==> config.mk <==
export PLATFORM = sky130hd
export DESIGN_NAME = disk_thermal_monitor_top
export DESIGN_NICKNAME = d
export VERILOG_FILES = /design/src/design/dtm_pkg.sv /design/src/design/disk_thermal_monitor_top.sv /design/src/design/dtm_ram.sv /design/src/design/dtm_slot.sv
export VERILOG_INCLUDE_DIRS = /design/src /design/src/design
export SDC_FILE = /design/constraint.sdc
export NUM_CORES = 2
export LEC_CHECK = 0
export BUFFER_PORTS_ARGS = -buffer_cell sky130_fd_sc_hd__buf_4
export CAP_MARGIN = 15
export CELL_PAD_IN_SITES_DETAIL_PLACEMENT = 0
export CELL_PAD_IN_SITES_GLOBAL_PLACEMENT = 2
export CORE_MARGIN = 5
export CORE_UTILIZATION = 44
export DETAILED_ROUTE_END_ITERATION = 10
export GPL_ROUTABILITY_DRIVEN = 0
export HOLD_SLACK_MARGIN = 0.15
export PLACE_DENSITY_LB_ADDON = 0.1
export SYNTH_ARGS = -nofsm -noshare
export SYNTH_HDL_FRONTEND = slang
export SYNTH_HIERARCHICAL = 1
export SYNTH_SLANG_ARGS = --single-unit
==> constraint.sdc <==
create_clock -name clk -period 6.95 [get_ports clk]
set_input_delay 1.39 -clock clk [delete_from_list [all_inputs] [get_ports clk]]
set_output_delay 1.39 -clock clk [all_outputs]
set_load 0.005 [all_outputs]
==> src/design/disk_thermal_monitor_top_macros.svh <==
// Assertion macros shared by the disk thermal monitor RTL.
// Included by the modules that carry concurrent checks; no other dependencies.
`ifndef DISK_THERMAL_MONITOR_TOP_MACROS_SVH
`define DISK_THERMAL_MONITOR_TOP_MACROS_SVH

// Same-cycle implication, disabled during reset
`define DTM_ASSERT_IMP(lbl, ck, rs, ante, cons, msg) \
  lbl: assert property (@(posedge ck) disable iff (rs) (ante) |-> (cons)) \
    else $error(msg);

// Next-cycle implication, disabled during reset
`define DTM_ASSERT_NXT(lbl, ck, rs, ante, cons, msg) \
  lbl: assert property (@(posedge ck) disable iff (rs) (ante) |=> (cons)) \
    else $error(msg);

`endif

==> src/design/dtm_pkg.sv <==
// Shared types and constants for the disk thermal monitor.
// No dependencies; referenced by scoped name from the top and the slot engine, imported by the testbench.
package dtm_pkg;

  // Table and series sizes
  localparam int DEVICES = 16;
  localparam int SAMPLES = 32;
  localparam int DEV_AW  = (DEVICES > 1) ? $clog2(DEVICES) : 1;
  localparam int CNT_W   = $clog2(SAMPLES);

  // Field widths
  localparam int ID_W       = 64;
  localparam int RAW_W      = 64;
  localparam int TIME_W     = 32;
  localparam int TEMP_W     = 7;
  localparam int LIMIT_W    = 8;
  localparam int SLOT_W     = 4;
  localparam int PIDX_W     = 5;
  localparam int CFG_IDX_W  = 2;
  localparam int CFG_DATA_W = 8;

  localparam logic [TEMP_W-1:0] TEMP_CEILING   = 7'd100;
  localparam logic [RAW_W-1:0]  RAW_UNASSIGNED = '1;

  // Configuration register indexes
  typedef logic [CFG_IDX_W-1:0] cfg_idx_t;
  localparam cfg_idx_t REG_TEMP_LIMIT   = 2'd0;
  localparam cfg_idx_t REG_GATHER_STOP  = 2'd1;
  localparam cfg_idx_t REG_AMBIENT_SEED = 2'd2;

  typedef enum logic [1:0] {
    ST_IDLE,
    ST_SLOT,
    ST_DONE
  } top_state_t;

  typedef enum logic [1:0] {
    EN_IDLE,
    EN_SEARCH,
    EN_RECRD,
    EN_UPD
  } eng_state_t;

  // Per-slot record kept in the record memory
  typedef struct packed {
    logic [TEMP_W-1:0] latest;
    logic [CNT_W-1:0]  count;
    logic [TEMP_W-1:0] last_point;
  } rec_t;

  // Request from the top level to the slot engine
  typedef struct packed {
    logic [ID_W-1:0]   device_id;
    logic [TEMP_W-1:0] temp;
    logic [TIME_W-1:0] when;
    logic              gather_off;
  } slot_req_t;

  // Slot engine result
  typedef struct packed {
    logic [SLOT_W-1:0] slot;
    logic              full;
    logic              appended;
    logic [PIDX_W-1:0] index;
    logic [TEMP_W-1:0] ptemp;
    logic [TIME_W-1:0] ptime;
  } slot_res_t;

endpackage

==> src/design/disk_thermal_monitor_top.sv <==
// Each input item is taken in ST_IDLE. A disabled monitor or an invalid reading goes straight
// to ST_DONE; a valid reading first passes through the slot engine search (ST_SLOT). A new
// item is taken only after the previous result has entered the output register, which
// waits in ST_DONE for the receiver; the slot search makes one device-table memory read
// per cycle. Synchronous active-high reset clears control state, the slot
// used bits, the scan state and the configuration registers.
module disk_thermal_monitor_top (
  input  logic                            clk,
  input  logic                            rst,
  // input items
  input  logic                            item_valid,
  output logic                            item_ready,
  input  logic [dtm_pkg::ID_W-1:0]        device_id,
  input  logic [dtm_pkg::RAW_W-1:0]       raw_temperature,
  input  logic [dtm_pkg::TIME_W-1:0]      elapsed_time,
  input  logic                            last_of_scan,
  // results
  output logic                            result_valid,
  input  logic                            result_ready,
  output logic                            reading_valid,
  output logic [dtm_pkg::SLOT_W-1:0]      slot,
  output logic                            table_full,
  output logic                            point_appended,
  output logic [dtm_pkg::PIDX_W-1:0]      point_index,
  output logic [dtm_pkg::TEMP_W-1:0]      point_temperature,
  output logic [dtm_pkg::TIME_W-1:0]      point_time,
  output logic                            scan_done,
  output logic [dtm_pkg::TEMP_W-1:0]      peak_temperature,
  output logic                            over_limit,
  output logic [dtm_pkg::TEMP_W-1:0]      ambient_level,
  output logic                            ambient_over_limit,
  // configuration writes
  input  logic                            cfg_valid,
  output logic                            cfg_ready,
  input  logic [dtm_pkg::CFG_IDX_W-1:0]   cfg_index,
  input  logic [dtm_pkg::CFG_DATA_W-1:0]  cfg_data
);

  dtm_pkg::top_state_t state, state_next;

  // configuration
  logic [dtm_pkg::LIMIT_W-1:0] temp_limit;
  logic                        gather_stop;
  logic [dtm_pkg::TEMP_W-1:0]  amb_seed;

  // scan state
  logic [dtm_pkg::TEMP_W-1:0]  ambient;
  logic                        deriving;
  logic                        in_scan;
  logic [dtm_pkg::TEMP_W-1:0]  scan_highest;
  logic [dtm_pkg::TEMP_W-1:0]  highest;

  // pending result
  logic                        pend_rd;
  logic                        pend_done;
  logic                        pend_over;
  logic                        pend_aover;
  logic [dtm_pkg::TEMP_W-1:0]  pend_amb;
  dtm_pkg::slot_res_t          pend_res;

  logic                        accept;
  logic                        enabled;
  logic                        rd_ok;
  logic [dtm_pkg::TEMP_W-1:0]  t;
  logic [dtm_pkg::TEMP_W-1:0]  seed_clip;
  logic [dtm_pkg::TEMP_W-1:0]  amb_a, amb_b;
  logic                        der_a;
  logic [dtm_pkg::TEMP_W-1:0]  sh_a, sh_b;
  logic                        start;
  logic                        load_out;
  dtm_pkg::slot_req_t          req;
  logic                        eng_done;
  dtm_pkg::slot_res_t          eng_res;

  assign cfg_ready = 1'b1;
  assign accept    = item_valid && item_ready;
  assign enabled   = (temp_limit != '0);
  assign rd_ok     = (raw_temperature != dtm_pkg::RAW_UNASSIGNED)
                     && (raw_temperature != '0)
                     && (raw_temperature <= dtm_pkg::RAW_W'(dtm_pkg::TEMP_CEILING));
  assign t         = raw_temperature[dtm_pkg::TEMP_W-1:0];
  assign seed_clip = (amb_seed > dtm_pkg::TEMP_CEILING) ? dtm_pkg::TEMP_CEILING : amb_seed;
  assign start     = accept && enabled && rd_ok;

  // Scan opening, ambient derivation and scan maximum for the item at the port
  always_comb begin
    amb_a = ambient;
    der_a = deriving;
    sh_a  = scan_highest;
    if (!in_scan) begin
      sh_a = '0;
      if (ambient == '0) begin
        amb_a = seed_clip;
        der_a = 1'b1;
      end
    end
    amb_b = amb_a;
    sh_b  = sh_a;
    if (rd_ok) begin
      if (der_a && ((amb_a == '0) || (amb_a > t))) begin
        amb_b = t;
      end
      if (sh_a < t) begin
        sh_b = t;
      end
    end
  end

  always_comb begin
    req.device_id  = device_id;
    req.temp       = t;
    req.when       = elapsed_time;
    req.gather_off = gather_stop;
  end

  dtm_slot u_slot (
    .clk   (clk),
    .rst   (rst),
    .start (start),
    .req   (req),
    .done  (eng_done),
    .res   (eng_res)
  );

  // Sequencer
  always_comb begin
    state_next = state;
    item_ready = 1'b0;
    load_out   = 1'b0;
    case (state)
      dtm_pkg::ST_IDLE: begin
        item_ready = 1'b1;
        if (item_valid) begin
          state_next = start ? dtm_pkg::ST_SLOT : dtm_pkg::ST_DONE;
        end
      end
      dtm_pkg::ST_SLOT: begin
        if (eng_done) begin
          state_next = dtm_pkg::ST_DONE;
        end
      end
      dtm_pkg::ST_DONE: begin
        if (!result_valid || result_ready) begin
          load_out   = 1'b1;
          state_next = dtm_pkg::ST_IDLE;
        end
      end
      default: begin
        state_next = dtm_pkg::ST_IDLE;
      end
    endcase
  end

  always_ff @(posedge clk) begin
    if (rst) begin
      state <= dtm_pkg::ST_IDLE;
    end else begin
      state <= state_next;
    end
  end

  // Configuration registers
  always_ff @(posedge clk) begin
    if (rst) begin
      temp_limit  <= '0;
      gather_stop <= 1'b0;
      amb_seed    <= '0;
    end else if (cfg_valid && cfg_ready) begin
      case (cfg_index)
        dtm_pkg::REG_TEMP_LIMIT:   temp_limit  <= cfg_data;
        dtm_pkg::REG_GATHER_STOP:  gather_stop <= cfg_data[0];
        dtm_pkg::REG_AMBIENT_SEED: amb_seed    <= cfg_data[dtm_pkg::TEMP_W-1:0];
        default: ;
      endcase
    end
  end

  // Scan state update on each transfer while enabled
  always_ff @(posedge clk) begin
    if (rst) begin
      ambient      <= '0;
      deriving     <= 1'b0;
      in_scan      <= 1'b0;
      scan_highest <= '0;
      highest      <= '0;
    end else if (accept && enabled) begin
      ambient      <= amb_b;
      deriving     <= last_of_scan ? 1'b0 : der_a;
      in_scan      <= !last_of_scan;
      scan_highest <= sh_b;
      if (last_of_scan) begin
        highest <= sh_b;
      end
    end
  end

  // Pending result fields
  always_ff @(posedge clk) begin
    if (accept) begin
      pend_rd    <= enabled && rd_ok;
      pend_done  <= enabled && last_of_scan;
      pend_over  <= enabled && last_of_scan && ({1'b0, sh_b} > temp_limit);
      pend_aover <= enabled && last_of_scan && (amb_b != '0)
                    && (temp_limit <= {1'b0, amb_b});
      pend_amb   <= enabled ? amb_b : '0;
      pend_res   <= '0;
    end
    if ((state == dtm_pkg::ST_SLOT) && eng_done) begin
      pend_res <= eng_res;
    end
  end

  // Output register
  always_ff @(posedge clk) begin
    if (rst) begin
      result_valid <= 1'b0;
    end else if (load_out) begin
      result_valid <= 1'b1;
    end else if (result_ready) begin
      result_valid <= 1'b0;
    end
  end

  always_ff @(posedge clk) begin
    if (load_out) begin
      reading_valid      <= pend_rd;
      slot               <= pend_res.slot;
      table_full         <= pend_res.full;
      point_appended     <= pend_res.appended;
      point_index        <= pend_res.index;
      point_temperature  <= pend_res.ptemp;
      point_time         <= pend_res.ptime;
      scan_done          <= pend_done;
      peak_temperature   <= pend_done ? highest : '0;
      over_limit         <= pend_over;
      ambient_level      <= pend_amb;
      ambient_over_limit <= pend_aover;
    end
  end

endmodule

==> src/design/dtm_ram.sv <==
// Generic simple dual-port RAM: one write port, one registered read port.
// No dependencies.
module dtm_ram #(
  parameter int WIDTH = 8,
  parameter int DEPTH = 16,
  parameter int AW    = (DEPTH > 1) ? $clog2(DEPTH) : 1
) (
  input  logic             clk,
  input  logic             we,
  input  logic [AW-1:0]    waddr,
  input  logic [WIDTH-1:0] wdata,
  input  logic [AW-1:0]    raddr,
  output logic [WIDTH-1:0] rdata
);

  logic [WIDTH-1:0] mem [DEPTH];

  always_ff @(posedge clk) begin
    if (we) begin
      mem[waddr] <= wdata;
    end
    rdata <= mem[raddr];
  end

endmodule

==> src/design/dtm_slot.sv <==
// Slot engine: sequential device-table search, slot allocation and
// heating-point record update. Uses dtm_pkg, dtm_ram and the assertion macros.
`include "disk_thermal_monitor_top_macros.svh"

module dtm_slot (
  input  logic              clk,
  input  logic              rst,
  input  logic              start,
  input  dtm_pkg::slot_req_t req,
  output logic              done,
  output dtm_pkg::slot_res_t res
);

  dtm_pkg::eng_state_t state, state_next;

  logic [dtm_pkg::DEVICES-1:0] used;
  dtm_pkg::slot_req_t          req_q;
  logic [dtm_pkg::DEV_AW-1:0]  cnt;
  logic [dtm_pkg::DEV_AW-1:0]  chk_idx;
  logic [dtm_pkg::DEV_AW-1:0]  slot_q;
  logic                        chk_vld;
  logic                        fresh;
  dtm_pkg::slot_res_t          res_q;
  logic                        done_q;

  logic                        dev_we;
  logic [dtm_pkg::ID_W-1:0]    dev_rdata;
  logic                        rec_we;
  logic [$bits(dtm_pkg::rec_t)-1:0] rec_rdata;
  logic [$bits(dtm_pkg::rec_t)-1:0] rec_wdata;

  logic                        free_any;
  logic [dtm_pkg::DEV_AW-1:0]  free_idx;
  logic                        hit;
  logic                        last_chk;
  logic                        finish;
  logic                        fin_full;
  dtm_pkg::rec_t               rec;
  dtm_pkg::rec_t               rec_new;
  logic [dtm_pkg::CNT_W:0]     cnt_plus;
  logic                        append;

  // Device id memory, scanned one entry per cycle
  dtm_ram #(
    .WIDTH (dtm_pkg::ID_W),
    .DEPTH (dtm_pkg::DEVICES),
    .AW    (dtm_pkg::DEV_AW)
  ) u_dev_ram (
    .clk   (clk),
    .we    (dev_we),
    .waddr (free_idx),
    .wdata (req_q.device_id),
    .raddr (cnt),
    .rdata (dev_rdata)
  );

  // Per-slot record memory, read-modify-write at the chosen slot
  dtm_ram #(
    .WIDTH ($bits(dtm_pkg::rec_t)),
    .DEPTH (dtm_pkg::DEVICES),
    .AW    (dtm_pkg::DEV_AW)
  ) u_rec_ram (
    .clk   (clk),
    .we    (rec_we),
    .waddr (slot_q),
    .wdata (rec_wdata),
    .raddr (slot_q),
    .rdata (rec_rdata)
  );

  // Lowest free slot
  always_comb begin
    free_any = 1'b0;
    free_idx = '0;
    for (int i = dtm_pkg::DEVICES - 1; i >= 0; i--) begin
      if (!used[i]) begin
        free_any = 1'b1;
        free_idx = dtm_pkg::DEV_AW'(i);
      end
    end
  end

  assign hit      = chk_vld && used[chk_idx] && (dev_rdata == req_q.device_id);
  assign last_chk = (chk_idx == dtm_pkg::DEV_AW'(dtm_pkg::DEVICES - 1));

  // Record update: a freshly taken slot starts from an empty series
  always_comb begin
    rec      = fresh ? '0 : dtm_pkg::rec_t'(rec_rdata);
    cnt_plus = {1'b0, rec.count} + (dtm_pkg::CNT_W + 1)'(1);
    append   = !req_q.gather_off
               && (cnt_plus < (dtm_pkg::CNT_W + 1)'(dtm_pkg::SAMPLES))
               && ((rec.count == '0) || (rec.last_point < req_q.temp));
    rec_new.latest     = req_q.temp;
    rec_new.count      = append ? cnt_plus[dtm_pkg::CNT_W-1:0] : rec.count;
    rec_new.last_point = append ? req_q.temp : rec.last_point;
    rec_wdata          = rec_new;
  end

  // Next state and strobes
  always_comb begin
    state_next = state;
    dev_we     = 1'b0;
    rec_we     = 1'b0;
    finish     = 1'b0;
    fin_full   = 1'b0;
    case (state)
      dtm_pkg::EN_IDLE: begin
        if (start) begin
          state_next = dtm_pkg::EN_SEARCH;
        end
      end
      dtm_pkg::EN_SEARCH: begin
        if (hit) begin
          state_next = dtm_pkg::EN_RECRD;
        end else if (chk_vld && last_chk) begin
          if (free_any) begin
            dev_we     = 1'b1;
            state_next = dtm_pkg::EN_UPD;
          end else begin
            finish     = 1'b1;
            fin_full   = 1'b1;
            state_next = dtm_pkg::EN_IDLE;
          end
        end
      end
      dtm_pkg::EN_RECRD: begin
        state_next = dtm_pkg::EN_UPD;
      end
      dtm_pkg::EN_UPD: begin
        rec_we     = 1'b1;
        finish     = 1'b1;
        state_next = dtm_pkg::EN_IDLE;
      end
      default: begin
        state_next = dtm_pkg::EN_IDLE;
      end
    endcase
  end

  // Control registers
  always_ff @(posedge clk) begin
    if (rst) begin
      state   <= dtm_pkg::EN_IDLE;
      used    <= '0;
      chk_vld <= 1'b0;
      done_q  <= 1'b0;
    end else begin
      state   <= state_next;
      chk_vld <= (state == dtm_pkg::EN_SEARCH) && (state_next == dtm_pkg::EN_SEARCH);
      done_q  <= finish;
      if (dev_we) begin
        used[free_idx] <= 1'b1;
      end
    end
  end

  // Datapath registers
  always_ff @(posedge clk) begin
    if ((state == dtm_pkg::EN_IDLE) && start) begin
      req_q <= req;
      cnt   <= '0;
      fresh <= 1'b0;
    end
    if (state == dtm_pkg::EN_SEARCH) begin
      chk_idx <= cnt;
      if (cnt != dtm_pkg::DEV_AW'(dtm_pkg::DEVICES - 1)) begin
        cnt <= cnt + dtm_pkg::DEV_AW'(1);
      end
    end
    if (hit) begin
      slot_q <= chk_idx;
    end
    if (dev_we) begin
      slot_q <= free_idx;
      fresh  <= 1'b1;
    end
    // Table full: slot and point fields read as zero
    if (fin_full) begin
      res_q.slot     <= '0;
      res_q.full     <= 1'b1;
      res_q.appended <= 1'b0;
      res_q.index    <= '0;
      res_q.ptemp    <= '0;
      res_q.ptime    <= '0;
    end
    if (rec_we) begin
      res_q.slot     <= dtm_pkg::SLOT_W'(slot_q);
      res_q.full     <= 1'b0;
      res_q.appended <= append;
      res_q.index    <= append ? dtm_pkg::PIDX_W'(rec.count) : '0;
      res_q.ptemp    <= append ? req_q.temp : '0;
      res_q.ptime    <= append ? req_q.when : '0;
    end
  end

  assign done = done_q;
  assign res  = res_q;

  // Checks
  `DTM_ASSERT_IMP(a_upd_slot_used, clk, rst, state == dtm_pkg::EN_UPD, used[slot_q], "record update on a slot not in use")
  `DTM_ASSERT_IMP(a_full_no_point, clk, rst, done_q, !(res_q.full && res_q.appended), "point appended with table full")
  `DTM_ASSERT_NXT(a_alloc_to_upd, clk, rst, dev_we, (state == dtm_pkg::EN_UPD) && fresh, "allocation not followed by fresh update")

endmodule

==> flow_metrics.py <==
metrics = {
    "status": {
        "status": "finished, final reports clean",
    },
    "cts": {
        "holdBufCountCts": 0,
        "clk_latency_ns": 0.79,
        "cts_setup_buffers": 0,
        "cts.sinks": 1650,
        "cts_buffers": 173,
        "root_buffer": "clkbuf_16",
        "clk_pin_slew_worst_paths_ns": 0.06,
        "cts_resized": 0,
        "cts_max_level": 4,
        "clock_path_buffers": 3,
        "cts_tree": "built",
    },
    "detailed_routing": {
        "postRouteAntennaNets": 0,
        "vias": 30617,
        "drt_first_pass_iters": 5,
        "finalWirelength_mm": 149,
        "drtIter0Drc": 2340,
        "wl_met3_mm": 6.80,
        "highest_layer": "met5",
        "wl_per_cell_um": 27.1,
        "drt-met1-wl_mm": 65.3,
        "wl_met2_mm": 74.1,
        "drc": 0,
        "via_per_inst": 5.58,
    },
    "power_and_ir_drop": {
        "power.density_mw_per_mm2": 300,
        "p_leak_uw": 0.0241,
        "vdd_drop_max_mv": 0.186,
        "fin_total_pwr_uw": 21700,
    },
    "layout": {
        "final-instance-count-excl-fill": 5488,
        "layout-drive-gt1-share_pct": 26.7,
        "multiInputGateArea_mm2": 0.0133,
        "ff_latch_area_mm2": 0.0481,
        "syn_to_final_growth_pct": 16.2,
        "fillers": 11244,
        "layout.nets": 3662,
    },
    "setup_path": {
        "crit_required_ns": 7.39,
        "path_delay_family": "simple AND/OR/NAND/NOR gates",
        "cp-end-kind": "flip-flop",
        "crit_path_cell_trace": "xor2_1 > nor4_1 > buf_4 > nand4_1 > or4b_4 > nand3_2 > inv_1 > nand3_1 > nor2_4 > buf_4 > buf_4",
        "cpMostUsedCell": "buf_4",
        "cp-start-kind": "flip-flop",
        "arrival_ns": 5.41,
        "critPathKind": "reg2reg",
        "crit_buf_inv": 4,
        "rrSetupSlack_ns": 1.98,
        "max_stage_delay_ns": 0.93,
        "critical_path_peak_fanout": 36,
        "slowest_stage": "nor4_1",
    },
    "timing": {
        "fin_tns_setup_ns": 0,
        "setup_viol_count_final": 0,
        "fin_hold_ws_ns": 0.417,
        "final_max_slew_viol_count": 0,
        "postLayoutSetupSlackWorst_ns": 1.98,
        "finalHoldViolCount": 0,
        "fin_skew_ns": 0.0208,
        "rsz0062_at_grt": "false",
        "tightest_slew_ns": 1.12,
        "maxSlewHeadroom_pct": 25.1,
        "fmax_mhz": 201,
        "timing.final.crit_share_pct": 71.4,
        "min_period_ns": 4.97,
    },
    "logic_synthesis": {
        "syn_area_mm2": 0.0622,
        "ys_warn_count": 6,
        "synth_fp_nets": 3313,
        "syn_inst": 3100,
        "avgSynthCellArea_um2": 20.1,
    },
    "placed_design": {
        "dp_hpwl_mm": 82.5,
        "place_ws_ns": 1.92,
        "dp_cells": 5163,
        "portBuffers": 245,
    },
    "global_routing": {
        "grt_max_degree": 118,
        "grt.overflow.total": 0,
        "grt_pass1_wl_mm": 218,
        "grt_usage_pct": 20.1,
        "antenna_found_initial": 8,
        "grt_pass1_vias": 32117,
    },
    "floorplan": {
        "die_h_um": 386,
        "die-width_um": 386,
        "start_util_pct": 44.1,
        "ios": 247,
        "dieArea_mm2": 0.149,
        "core_mm2": 0.141,
        "rows": 138,
    },
    "hold_path": {
        "hold_path_class": "reg2reg",
    },
    "job": {
        "cap_viol_max_count": 0,
    },
}
registers in the layout, summed over array words and instances, names as in the netlist, 5 cells and up:
| name | cells |
|---|---|
| peak_temperature | 7 |
| scan_highest | 7 |
| point_time | 32 |
| highest | 7 |
| ambient_level | 7 |
| point_temperature | 7 |
| u_slot/u_dev_ram/mem | 1024 |
| u_slot/u_dev_ram/rdata | 64 |
| u_slot/u_rec_ram/rdata | 12 |
| u_slot/used | 16 |
| temp_limit | 8 |
| amb_seed | 7 |
| u_slot/res | 50 |
| u_slot/rec_new | 7 |
| u_slot/u_rec_ram/mem | 192 |
| pend_amb | 7 |
| ambient | 7 |
| pend_res | 50 |
| u_slot/req_q | 97 |
| point_index | 5 |
area by class of cell:
| type | instances | share of cell area, % |
|---|---|---|
| well taps | 1890 | 3.27 |
| clock buffers | 245 | 6.80 |
| flip-flops and latches | 1650 | 66.6 |
| diodes | 1 | 0.00346 |
| repair buffers | 320 | 3.45 |
| multi-input cells | 1252 | 18.4 |
| inverters | 52 | 0.277 |
| clock inverters | 78 | 1.23 |
through the flow:
stage / cell area, µm² / util, %
detailed placement: 66500 / 47.1
finish: 72300 / 51.2
CTS: 72300 / 51.2
global route: 72300 / 51.2
floorplan: 62200 / -
global placement: 66400 / 47.1
metal layers:
metal / vias up / global-route usage, %
li1: 13339 / -
met1: 16294 / 28.4
met2: 782 / 33.1
met3: 200 / 3.15
met4: 2 / 4.85
met5: - / 0
report_power, final:
group | leakage, µW | switching, µW | internal [µW]
combinational | 0.00633 | 680 | 776
sequential | 0.0149 | 113 | 10800
clock | 0.00283 | 3780 | 5500
total | 0.0241 | 4570 | 17100
path summary, 6_finish.rpt:
| check | from | end | cells past startpoint |
|---|---|---|---|
| worst max-delay path | u_slot/req_q[84] | u_slot/u_dev_ram/mem[13][29] | 11 |
| worst min-delay path | pend_res[40] | point_index[1] | 0 |
| worst max register to register | u_slot/req_q[84] | u_slot/u_dev_ram/mem[13][29] | 11 |
| worst min register to register | pend_res[40] | point_index[1] | 0 |
cell usage in the layout (no fill, tap or decap), drive strengths merged, types with 19 or more instances in the layout:
cell and count:
edfxtp 1506, buf 320, mux4 308, clkbuf 245, a22oi 152, dfxtp 144, nand2 139, nor2 106
and2 70, inv 58, and3 51, clkinv 49, ha 37, xor2 29, o21ai 29, nor3 27
nor4 27, a21oi 25, xnor2 22, nor2b 21, nand2b 20, mux2i 19
Note: power is estimated with default switching activity, not from simulation.
